[src/simd_pkg.sv]
// Package for the signed integer multiply/divide unit.
// Holds opcodes, status codes and the work descriptor type; no dependencies.
package simd_pkg;

  localparam int unsigned DataW = 64;
  localparam int unsigned CntW  = 7;

  typedef enum logic [2:0] {
    OP_INC    = 3'd0,
    OP_DEC    = 3'd1,
    OP_MUL32  = 3'd2,
    OP_DIV32  = 3'd3,
    OP_MUL64  = 3'd4,
    OP_DIV64  = 3'd5
  } opcode_t;

  typedef enum logic [1:0] {
    ST_OK   = 2'd0,
    ST_DIV0 = 2'd1,
    ST_OVF  = 2'd2
  } status_t;

  // Work descriptor handed from the front part to the back part.
  typedef struct packed {
    logic              is_mul;   // iterative multiply needed
    logic              is_div;   // iterative divide needed
    logic              neg_q;    // negate quotient
    logic              neg_r;    // negate remainder
    logic [DataW-1:0]  a;        // multiplicand or dividend magnitude
    logic [DataW-1:0]  b;        // multiplier or divisor magnitude
    logic [DataW-1:0]  lo;       // ready result for simple cases
    logic [DataW-1:0]  hi;
    logic [1:0]        status;
    logic              neg_p;    // negate product
    logic              zero_hi;  // 32-bit multiply returns a zero high word
  } work_t;

endpackage

[src/simd_front.sv]
// Front part: accepts items, classifies them and prepares operand magnitudes.
// Depends on simd_pkg.
module simd_front (
  input  logic                      in_valid,
  output logic                      in_stall,
  input  logic [2:0]                in_opcode,
  input  logic signed [63:0]        in_operand_a,
  input  logic signed [63:0]        in_operand_b,
  output logic                      wr_valid,
  input  logic                      wr_full,
  output simd_pkg::work_t           wr_work
);

  logic [63:0]     a_ext;
  logic [63:0]     b_ext;
  logic [63:0]     minval;
  logic            a_neg;
  logic            b_neg;
  logic            is32;
  simd_pkg::work_t w;

  assign in_stall = wr_full;
  assign wr_valid = in_valid;
  assign wr_work  = w;

  // Classify the item and precompute special-case results.
  always_comb begin
    is32   = (in_opcode == simd_pkg::OP_MUL32) || (in_opcode == simd_pkg::OP_DIV32);
    a_ext  = is32 ? {{32{in_operand_a[31]}}, in_operand_a[31:0]} : in_operand_a;
    b_ext  = is32 ? {{32{in_operand_b[31]}}, in_operand_b[31:0]} : in_operand_b;
    minval = is32 ? {{33{1'b1}}, 31'd0} : {1'b1, 63'd0};
    a_neg  = a_ext[63];
    b_neg  = b_ext[63];
    w        = '0;
    w.a      = a_neg ? (64'd0 - a_ext) : a_ext;
    w.b      = b_neg ? (64'd0 - b_ext) : b_ext;
    w.neg_p  = a_neg ^ b_neg;
    w.neg_q  = a_neg ^ b_neg;
    w.neg_r  = a_neg;
    w.zero_hi = (in_opcode == simd_pkg::OP_MUL32);
    case (in_opcode)
      simd_pkg::OP_INC: w.lo = in_operand_a + 64'd1;
      simd_pkg::OP_DEC: w.lo = in_operand_a - 64'd1;
      simd_pkg::OP_MUL32, simd_pkg::OP_MUL64: w.is_mul = 1'b1;
      simd_pkg::OP_DIV32, simd_pkg::OP_DIV64: begin
        if (b_ext == 64'd0) begin
          w.lo     = '1;
          w.hi     = a_ext;
          w.status = simd_pkg::ST_DIV0;
        end else if (a_ext == minval && b_ext == '1) begin
          w.lo     = minval;
          w.status = simd_pkg::ST_OVF;
        end else begin
          w.is_div = 1'b1;
        end
      end
      default: w.lo = '0;
    endcase
  end

endmodule

[src/simd_queue.sv]
// Two-entry queue of work descriptors between the front and back parts.
// Depends on simd_pkg.
module simd_queue (
  input  logic            clk,
  input  logic            rst_n,
  input  logic            wr_valid,
  output logic            wr_full,
  input  simd_pkg::work_t wr_work,
  output logic            rd_valid,
  input  logic            rd_take,
  output simd_pkg::work_t rd_work
);

  simd_pkg::work_t mem_r [2];
  logic            wp_r;
  logic            rp_r;
  logic [1:0]      cnt_r;
  logic            push;
  logic            pop;

  assign wr_full  = (cnt_r == 2'd2);
  assign rd_valid = (cnt_r != 2'd0);
  assign rd_work  = mem_r[rp_r];
  assign push     = wr_valid && !wr_full;
  assign pop      = rd_take && rd_valid;

  // Pointer and fill count.
  always_ff @(posedge clk) begin
    if (!rst_n) begin
      wp_r  <= 1'b0;
      rp_r  <= 1'b0;
      cnt_r <= 2'd0;
    end else begin
      if (push) wp_r <= ~wp_r;
      if (pop) rp_r <= ~rp_r;
      cnt_r <= cnt_r + {1'b0, push} - {1'b0, pop};
    end
  end

  // Storage.
  always_ff @(posedge clk) begin
    if (push) mem_r[wp_r] <= wr_work;
  end

endmodule

[src/simd_back.sv]
// Back part: iterative shift-add multiply and restoring divide, one bit a cycle.
// Depends on simd_pkg.
module simd_back (
  input  logic                clk,
  input  logic                rst_n,
  input  logic                rd_valid,
  output logic                rd_take,
  input  simd_pkg::work_t     rd_work,
  output logic                out_valid,
  input  logic                out_stall,
  output logic signed [63:0]  out_result_low,
  output logic signed [63:0]  out_result_high,
  output logic [1:0]          out_status
);

  typedef enum logic [1:0] {S_IDLE, S_MUL, S_DIV, S_FIX} state_t;

  state_t                    state_r;
  logic [simd_pkg::CntW-1:0] cnt_r;
  logic [63:0]               acc_r;   // product high / partial remainder
  logic [63:0]               sh_r;    // multiplier / dividend-quotient shift
  logic [63:0]               b_r;
  logic                      neg_q_r;
  logic                      neg_r_r;
  logic                      div_mode_r;
  logic                      zero_hi_r;
  logic                      out_valid_r;
  logic [63:0]               lo_r;
  logic [63:0]               hi_r;
  logic [1:0]                st_r;
  logic [64:0]               madd;
  logic [64:0]               rsh;
  logic [64:0]               dsub;
  logic [127:0]              prod;
  logic                      out_free;
  logic                      simple_take;
  logic                      fix_done;

  assign out_free        = !out_valid_r || !out_stall;
  assign rd_take         = (state_r == S_IDLE) && rd_valid && out_free;
  assign simple_take     = rd_take && !rd_work.is_mul && !rd_work.is_div;
  assign fix_done        = (state_r == S_FIX) && out_free;
  assign out_valid       = out_valid_r;
  assign out_result_low  = lo_r;
  assign out_result_high = hi_r;
  assign out_status      = st_r;

  // Datapath step helpers.
  always_comb begin
    madd = {1'b0, acc_r} + (sh_r[0] ? {1'b0, b_r} : 65'd0);
    rsh  = {acc_r, sh_r[63]};
    dsub = rsh - {1'b0, b_r};
    prod = neg_q_r ? (128'd0 - {acc_r, sh_r}) : {acc_r, sh_r};
  end

  // Sequencer with registered result.
  always_ff @(posedge clk) begin
    if (!rst_n) begin
      state_r     <= S_IDLE;
      out_valid_r <= 1'b0;
      cnt_r       <= '0;
    end else begin
      // Result register: loaded by a finished item, freed when taken.
      if (simple_take || fix_done) begin
        out_valid_r <= 1'b1;
      end else if (out_valid_r && !out_stall) begin
        out_valid_r <= 1'b0;
      end
      case (state_r)
        S_IDLE: begin
          if (rd_take) begin
            acc_r      <= '0;
            sh_r       <= rd_work.a;
            b_r        <= rd_work.b;
            neg_q_r    <= rd_work.is_mul ? rd_work.neg_p : rd_work.neg_q;
            neg_r_r    <= rd_work.neg_r;
            div_mode_r <= rd_work.is_div;
            zero_hi_r  <= rd_work.zero_hi;
            cnt_r      <= '0;
            if (rd_work.is_mul) begin
              state_r <= S_MUL;
            end else if (rd_work.is_div) begin
              state_r <= S_DIV;
            end else begin
              lo_r <= rd_work.lo;
              hi_r <= rd_work.hi;
              st_r <= rd_work.status;
            end
          end
        end
        S_MUL: begin
          {acc_r, sh_r} <= {madd, sh_r[63:1]};
          cnt_r <= cnt_r + 1'b1;
          if (cnt_r == simd_pkg::CntW'(simd_pkg::DataW - 1)) state_r <= S_FIX;
        end
        S_DIV: begin
          if (!dsub[64]) begin
            acc_r <= dsub[63:0];
            sh_r  <= {sh_r[62:0], 1'b1};
          end else begin
            acc_r <= rsh[63:0];
            sh_r  <= {sh_r[62:0], 1'b0};
          end
          cnt_r <= cnt_r + 1'b1;
          if (cnt_r == simd_pkg::CntW'(simd_pkg::DataW - 1)) state_r <= S_FIX;
        end
        S_FIX: begin
          if (out_free) begin
            st_r    <= simd_pkg::ST_OK;
            state_r <= S_IDLE;
            // Divide results use separate sign handling for quotient and remainder.
            if (div_mode_r) begin
              lo_r <= neg_q_r ? (64'd0 - sh_r) : sh_r;
              hi_r <= neg_r_r ? (64'd0 - acc_r) : acc_r;
            end else begin
              lo_r <= prod[63:0];
              hi_r <= zero_hi_r ? 64'd0 : prod[127:64];
            end
          end
        end
        default: state_r <= S_IDLE;
      endcase
    end
  end

endmodule

[src/signed_int_mul_div_unit.sv]
// Signed integer multiply/divide unit, top level.
// Inc, dec and special divide cases go from the queue straight into the result register;
// multiply and divide run 64 one-bit steps in the back part, which takes no new item
// meanwhile. Simple items pass one a cycle while the output is not stalled.
// Reset (rst_n, synchronous) empties the queue and returns the back part to idle.
module signed_int_mul_div_unit (
  input  logic               clk,
  input  logic               rst_n,
  input  logic               in_valid,
  output logic               in_stall,
  input  logic [2:0]         in_opcode,
  input  logic signed [63:0] in_operand_a,
  input  logic signed [63:0] in_operand_b,
  output logic               out_valid,
  input  logic               out_stall,
  output logic signed [63:0] out_result_low,
  output logic signed [63:0] out_result_high,
  output logic [1:0]         out_status
);

  logic            wr_valid;
  logic            wr_full;
  simd_pkg::work_t wr_work;
  logic            rd_valid;
  logic            rd_take;
  simd_pkg::work_t rd_work;

  simd_front u_front (
    .in_valid, .in_stall, .in_opcode, .in_operand_a, .in_operand_b,
    .wr_valid, .wr_full, .wr_work
  );

  simd_queue u_queue (
    .clk, .rst_n, .wr_valid, .wr_full, .wr_work, .rd_valid, .rd_take, .rd_work
  );

  simd_back u_back (
    .clk, .rst_n, .rd_valid, .rd_take, .rd_work, .out_valid, .out_stall,
    .out_result_low, .out_result_high, .out_status
  );

`ifndef SYNTH
  // A taken descriptor always comes from a non-empty queue.
  a_take_valid: assert property (@(posedge clk) disable iff (!rst_n)
    rd_take |-> rd_valid) else $error("back part took from empty queue");
  // A full queue stalls the input side.
  a_full_stall: assert property (@(posedge clk) disable iff (!rst_n)
    wr_full |-> in_stall) else $error("queue full without input stall");
  // Status is never the unused code.
  a_status: assert property (@(posedge clk) disable iff (!rst_n)
    out_valid |-> (out_status != 2'd3)) else $error("bad status code");
`endif

endmodule

[config.mk]
export PLATFORM = sky130hd
export DESIGN_NAME = signed_int_mul_div_unit
export DESIGN_NICKNAME = d
export VERILOG_FILES = /design/src/simd_pkg.sv /design/src/simd_front.sv /design/src/simd_queue.sv /design/src/simd_back.sv /design/src/signed_int_mul_div_unit.sv
export SDC_FILE = /design/constraint.sdc
export NUM_CORES = 2
export LEC_CHECK = 0
export BUFFER_PORTS_ARGS = -buffer_cell sky130_fd_sc_hd__buf_2
export CAP_MARGIN = 30
export CORE_ASPECT_RATIO = 1.75
export CORE_MARGIN = 5
export CORE_UTILIZATION = 60
export DETAILED_ROUTE_END_ITERATION = 10
export PLACE_DENSITY = 0.78
export SLEW_MARGIN = 20
export SYNTH_ARGS = -nofsm -noshare
export SYNTH_HDL_FRONTEND = slang
export SYNTH_HIERARCHICAL = 1
export SYNTH_SLANG_ARGS = --single-unit
[constraint.sdc]
create_clock -name clk -period 16.5 [get_ports clk]
set_input_delay 0.825 -clock clk [delete_from_list [all_inputs] [get_ports clk]]
set_output_delay 0.825 -clock clk [all_outputs]
set_load 0.005 [all_outputs]
Yosys cells after proc, flatten, opt, wreduce, memory -nomap -nowiden. Memories as Yosys holds them, arrays and structs flattened. A register that Yosys moved wholly into a read port is not among the register bits. Cells that the tools add are included.

Memory bits (writable): 528. Logic and storage cells: 141. Memory bits (read-only): 0. Register bits after elaboration: 340. Bits in latches: 0. Memories kept: 1.

Memories: u_queue.mem_r (depth 2, bits a word 264, rd ports 1, clocked after memory_dff 1, wr ports 1, RTL line simd_queue.sv:14) `simd_pkg::work_t mem_r [2];`.

Bitwise logic cells: 3. Multiplexer cells: 58. Shifts and indexed selects: 0. $add $sub $neg: 12. Div/mod/pow operators: 0. $mul: 0. Equality and inequality tests: 18. $lt $le $gt $ge: 0. Reductions and logical operators: 33.

Operator list (count): 64-bit 2-to-1 mux (24); 64-bit case mux with 3 select lines (3); 64-bit case mux with 2 select lines (2); 1-bit by 64-bit subtractor with 64-bit output (first input constant) (4); 128-bit 2-to-1 mux (1); 1-bit by 128-bit subtractor with 128-bit output (first input constant) (1); 66-bit 2-to-1 mux (1); 64-bit by 65-bit adder with 65-bit output (1); 65-bit by 64-bit subtractor with 65-bit output (1); 64-bit by 1-bit adder with 64-bit output (second input constant) (1); 64-bit == test (1); 64-bit == test (second input constant) (1); 64-bit zero test (1); 64-bit by 1-bit subtractor with 64-bit output (second input constant) (1); 63-bit 2-to-1 mux (1); 2-bit 2-to-1 mux (10); 7-bit case mux with 2 select lines (1); 1-bit 2-to-1 mux (12); 1-bit logical AND (9); 2-bit nonzero test (4); 7-bit by 1-bit adder with 7-bit output (second input constant) (1); 7-bit by 6-bit == test with 1-bit output (second input constant) (1); 7-bit 2-to-1 mux (1); 2-bit == test (second input constant) (3); 23 further kinds (38).

Depth between registers and ports, before layout.
Depth in word-level cells: 8. Gate-level depth with buffers: 17. Depth with buffers taken out: 15.

Cells and area by module. The synthesis kept the hierarchy.

By module, submodules not included: simd_back (cells an instance 3107, times used 1, seq. area each 9989.6 µm², area an instance 26643.1 µm²); simd_queue (cells an instance 848, times used 1, seq. area each 15955.3 µm², area an instance 19448.7 µm²); simd_front (cells an instance 1486, times used 1, seq. area each 0.0 µm², area an instance 8739.6 µm²).

Least setup slack after synthesis. No wires, ideal clock.

Path kind: input-to-reg. Start: input in_valid. End: memory u_queue/mem_r[0][0] in the netlist's numbering (enable). Data required time: 15606 ps. Slack: 3666 ps. Library setup time: 894 ps. Arrival: 11941 ps. Cell stages on the path: 3. Cell sequence: buf_4 > nand2_1 > nor2_1.

Word-level cells in the longest chain between the ends: 3.

RTL lines: from (decl) (RTL line signed_int_mul_div_unit.sv:9) `input logic in_valid,`; 1-bit logical AND (RTL line simd_queue.sv:24) `assign push = wr_valid && !wr_full;`; 1-bit 2-to-1 mux (RTL line simd_queue.sv:42) `if (push) mem_r[wp_r] <= wr_work;`; 1-bit 2-to-1 mux (not written as such) (RTL line simd_queue.sv:42); to (decl) (RTL line simd_queue.sv:14).

No other way between the ends.

Final worst setup path.
Start: register u_back.sh_r[63]. End: register u_back.acc_r[61] (data pin).

Word-level cells in the longest chain between the ends: 3.

RTL lines: from (decl) (RTL line simd_back.sv:21) `logic [63:0] sh_r;`; from (signal assigned) (RTL line simd_back.sv:73) `sh_r <= rd_work.a;`; from (signal assigned) (RTL line simd_back.sv:92) `{acc_r, sh_r} <= {madd, sh_r[63:1]};`; from (signal assigned) (RTL line simd_back.sv:99) `sh_r <= {sh_r[62:0], 1'b1};`; 65-bit by 64-bit subtractor with 65-bit output (RTL line simd_back.sv:52) `dsub = rsh - {1'b0, b_r};`; 64-bit 2-to-1 mux (RTL line simd_back.sv:97) `if (!dsub[64]) begin`; 64-bit case mux with 3 select lines (RTL line simd_back.sv:69) `case (state_r)`; to (signal assigned) (RTL line simd_back.sv:92); to (signal assigned) (RTL line simd_back.sv:98) `acc_r <= dsub[63:0];`; to (signal assigned) (RTL line simd_back.sv:101) `acc_r <= rsh[63:0];`; to (decl) (RTL line simd_back.sv:20) `logic [63:0] acc_r;`.

No other way between the ends. A chain may end at the register's enable or synchronous reset.

==> impl_metrics.yaml <==
pwr:
  internal_power_summed_over_all_cells_w: 0.005801
  power_density_mw_per_mm2: 173.4
  power_switching_share: 0.4380
  totalPowerFinal_w: 0.01032
  combinationalPowerShare: 0.464
  vdd_drop_max_mv: 0.1199
  clockPowerShare: 0.189
  netSwitchingPower_w: 0.004522
  p_leak_nw: 21.17
  power.share.sequential: 0.347
timing:
  slew_viols_final: 0
  achievable-frequency_mhz: 139.7
  setup_total_negative_slack_ns: 0
  worst_case_headroom_to_the_max_slew_limit: 0.2349
  clock_skew_ns: 0.04939
  final-hold-violation-count: 0
  grt_setup_unrepaired: "no"
  min_period_over_period: 0.4339
  max_slew.worst_pin.slew_ns: 1.144
  finalSetupViolCount: 0
  fin_crit_ns: 7.159
yosys:
  post_synth_num_cell_types: 104
  ys_dominant_reg_cell: "sky130_fd_sc_hd__edfxtp_1"
  synth-xor-area-share: 0.07012
  synth-seq-cells: 869
  synth-edff-count: 854
  synthesis.area_per_instance_um2: 10.08
  synth.cell_area_mm2: 0.05483
  synth_cells: 5441
  seq_area_frac_synth: 0.4732
  synth-async-reset-ratio: 0
  synth-compound-area-share: 0.1601
  post_synthesis_share_of_cell_area_spent_on_full_adders_half_adders_and_majority_gates: 0.03291
  synth_mux_area_frac: 0.06987
  yosysWarnings: 6
  simple_gate_share_of_the_synthesized_area: 0.1533
  synthesis.nets: 5719
  synth_top_family_by_area: "compound AO/OA/AOI/OAI gates"
floorplan:
  dieArea_mm2: 0.09777
  rows: 146
  boundaryPins: 267
  dieWidth_um: 238.5
  fp.dieH_um: 409.9
  floorplan.initialDensity: 0.6052
  coreArea_mm2: 0.09061
finish:
  final_layout_size_suffix_gt1_frac: 0.1498
  mostFrequentLayoutCells: "sky130_fd_sc_hd__edfxtp_1, sky130_fd_sc_hd__nor2_1, sky130_fd_sc_hd__a21oi_1"
  post_layout_nonfiller_instances: 6755
  post-route-cell-area_mm2: 0.05954
  end_of_flow_core_utilization: 0.6572
  ff_latch_area_mm2: 0.02595
  area.growth.synth_to_final_pct: 8.596
  mostFrequentLayoutCell: "sky130_fd_sc_hd__edfxtp_1"
  area_of_combinational_cells_with_multiple_inputs_mm2: 0.02681
  layout.filler_cells: 7382
  finalNetCount: 5776
grt:
  grt_pass1_wl_um: 313100
  antenna_violations_before_repair: 23
  globalRoute.totalOverflow: 0
  grt_start_max_net_pins: 139
  grt_pass1_vias: 46290
  globalRouteTotalUtil: 0.4370
routing:
  drt_iter0_markers: 5850
  route.final.wire_length_um: 220200
  detailedRoute.firstPassIterationCount: 8
  vias: 47950
  antenna_violating_nets_post_route: 0
  wire_per_inst_um: 32.60
  routed_via_density: 7.098
  drc_errors: 0
clocking:
  htreeDepth: 3
  cts.hold.buffers_added: 0
  postCtsSetupBuffers: 0
  cts_tree: "built"
  insertion_delay_ns: 0.71
  cts.sink_count: 869
  post_cts_resized: 0
  clk_pin_slew_ns: 0.07
  clk_path_buf_depth: 3
  numCtsBuffers: 81
  clock-root-buffer: "sky130_fd_sc_hd__clkbuf_16"
placement:
  placedInstanceArea_mm2: 0.05664
  place_congestion: 1.069
  dp.final_hpwl_um: 158300
  port_buffers: 266
  placed_cells_incl_taps: 6592
worst_setup_path:
  worst-setup-path-type: "flop to flop"
  cp-start-kind: "flop"
  required_ns: 17.05
  ff2ff_path_depth: 17
  critPathLaunch: "u_back/sh_r[63]"
  cp_capture_type: "flop"
  critical_path.reg2reg.startpoint: "u_back/sh_r[63]"
  worst-path-max-fanout: 52
  worstPathArrival_ns: 7.71
min_path:
  hold-path-cell-count: 1
  hold_path_startpoint: "in_operand_b[0]"
  timing.hold.worst.class: "input pin to flop"
flow_run:
  max_cap_violations: 0
run_status:
  status: "finished, final reports clean"
## cell families (layout without fill, tap and decap cells)
family	Yosys count	count (layout)
AND/OR/NAND/NOR	1720	1720
adder cells (fa/ha/maj)	143	143
flip-flops	869	869
multiplexers	348	348
AO/OA/AOI/OAI	1414	1414
XOR/XNOR	439	439
other	0	9
buffers and inverters	508	629
## layout make-up
class                      count  area share
antenna                        9   0.0003782
tap                         1184     0.02488
clock buffer                 101     0.03688
timing repair buffer         347     0.03400
clock inverter                46    0.009246
inverter                     135    0.008510
sequential                   869      0.4358
multi-input combinational   4064      0.4503
## worst paths after layout
kind         slack [ns]               endpoint
min                0.43  u_queue/mem_r[1][132]
min reg2reg        0.52                   flop
max                9.34       u_back/acc_r[61]
max reg2reg        9.34       u_back/acc_r[61]
## power groups by stage
stage	combinational [W]	clock [W]	sequential [W]
after global routing	0.00502	0.00205	0.00361
after detailed placement	0.00453	0	0.00360
after global placement	0.00449	0	0.00357
after floorplan	0.00316	0	0.00348
final	0.00479	0.00195	0.00358
after CTS	0.00457	0.00196	0.00355
## Yosys cell counts, types with 47 or more instances
cell,count,area [um2]
sky130_fd_sc_hd__a21o_1,73,548.0
sky130_fd_sc_hd__a21oi_1,430,2152
sky130_fd_sc_hd__a22oi_1,80,600.6
sky130_fd_sc_hd__a31oi_1,60,375.4
sky130_fd_sc_hd__and2_1,65,406.6
sky130_fd_sc_hd__and3_1,47,294.0
sky130_fd_sc_hd__clkbuf_1,288,1081
sky130_fd_sc_hd__edfxtp_1,854,25640
sky130_fd_sc_hd__ha_1,141,1764
sky130_fd_sc_hd__inv_1,131,491.7
sky130_fd_sc_hd__mux2_2,278,3131
sky130_fd_sc_hd__mux2i_1,70,700.7
sky130_fd_sc_hd__nand2_1,351,1318
sky130_fd_sc_hd__nand3_1,116,580.6
sky130_fd_sc_hd__nand4_1,85,531.8
sky130_fd_sc_hd__nor2_1,591,2218
sky130_fd_sc_hd__nor3_1,125,625.6
sky130_fd_sc_hd__nor4_1,78,488.0
sky130_fd_sc_hd__o21ai_0,336,1682
sky130_fd_sc_hd__o22ai_1,67,419.2
sky130_fd_sc_hd__o31ai_1,64,480.5
sky130_fd_sc_hd__or3_1,52,325.3
sky130_fd_sc_hd__or4_1,54,405.4
sky130_fd_sc_hd__xnor2_1,214,1874
sky130_fd_sc_hd__xor2_1,225,1971
## worst max-delay path: stages (launching register included)
cell	delay, ns
sky130_fd_sc_hd__edfxtp_1	0.42
sky130_fd_sc_hd__inv_1	0.14
sky130_fd_sc_hd__ha_1	0.17
sky130_fd_sc_hd__inv_1	0.05
sky130_fd_sc_hd__fa_1	0.40
sky130_fd_sc_hd__a21o_1	0.21
sky130_fd_sc_hd__a221oi_1	0.47
sky130_fd_sc_hd__a22oi_1	0.20
sky130_fd_sc_hd__buf_4	0.21
sky130_fd_sc_hd__a31oi_1	0.58
sky130_fd_sc_hd__o211ai_1	0.30
sky130_fd_sc_hd__o21ai_0	0.86
sky130_fd_sc_hd__o41ai_1	0.31
sky130_fd_sc_hd__xor2_4	0.85
sky130_fd_sc_hd__buf_4	0.76
sky130_fd_sc_hd__nand3_1	0.44
sky130_fd_sc_hd__nor3_1	0.31
sky130_fd_sc_hd__a221o_1	0.14
## routing by layer
| layer | GRT usage | wire [um] | up-vias |
|---|---|---|---|
| met5 | 0 | 135 | - |
| met4 | 0.3970 | 26620 | 20 |
| met3 | 0.1089 | 20770 | 1041 |
| met2 | 0.7153 | 104200 | 3237 |
| met1 | 0.4594 | 68550 | 23150 |
| li1 | - | - | 20510 |
## per-stage QoR
stage,hold WS [ns],setup slack (ns)
2_1_floorplan,0.4549,3.666
3_3_place_gp,0.4753,9.943
3_5_place_dp,0.5021,9.805
4_1_cts,0.3828,9.721
5_1_grt,0.4012,9.260
6_report,0.4275,9.341
## registers in the layout (all words and copies together) (netlist names), named ones only
register / count
u_back/acc_r: 64
u_back/b_r: 64
u_back/cnt_r: 7
u_back/div_mode_r: 1
u_back/neg_q_r: 1
u_back/neg_r_r: 1
u_back/out_result_high: 64
u_back/out_result_low: 64
u_back/out_status: 2
u_back/out_valid: 1
u_back/sh_r: 64
u_back/state_r: 2
u_back/zero_hi_r: 1
u_queue/cnt_r: 2
u_queue/mem_r: 528
u_queue/rp_r: 1
u_queue/wp_r: 1
Power figures use the tool's default switching activity.
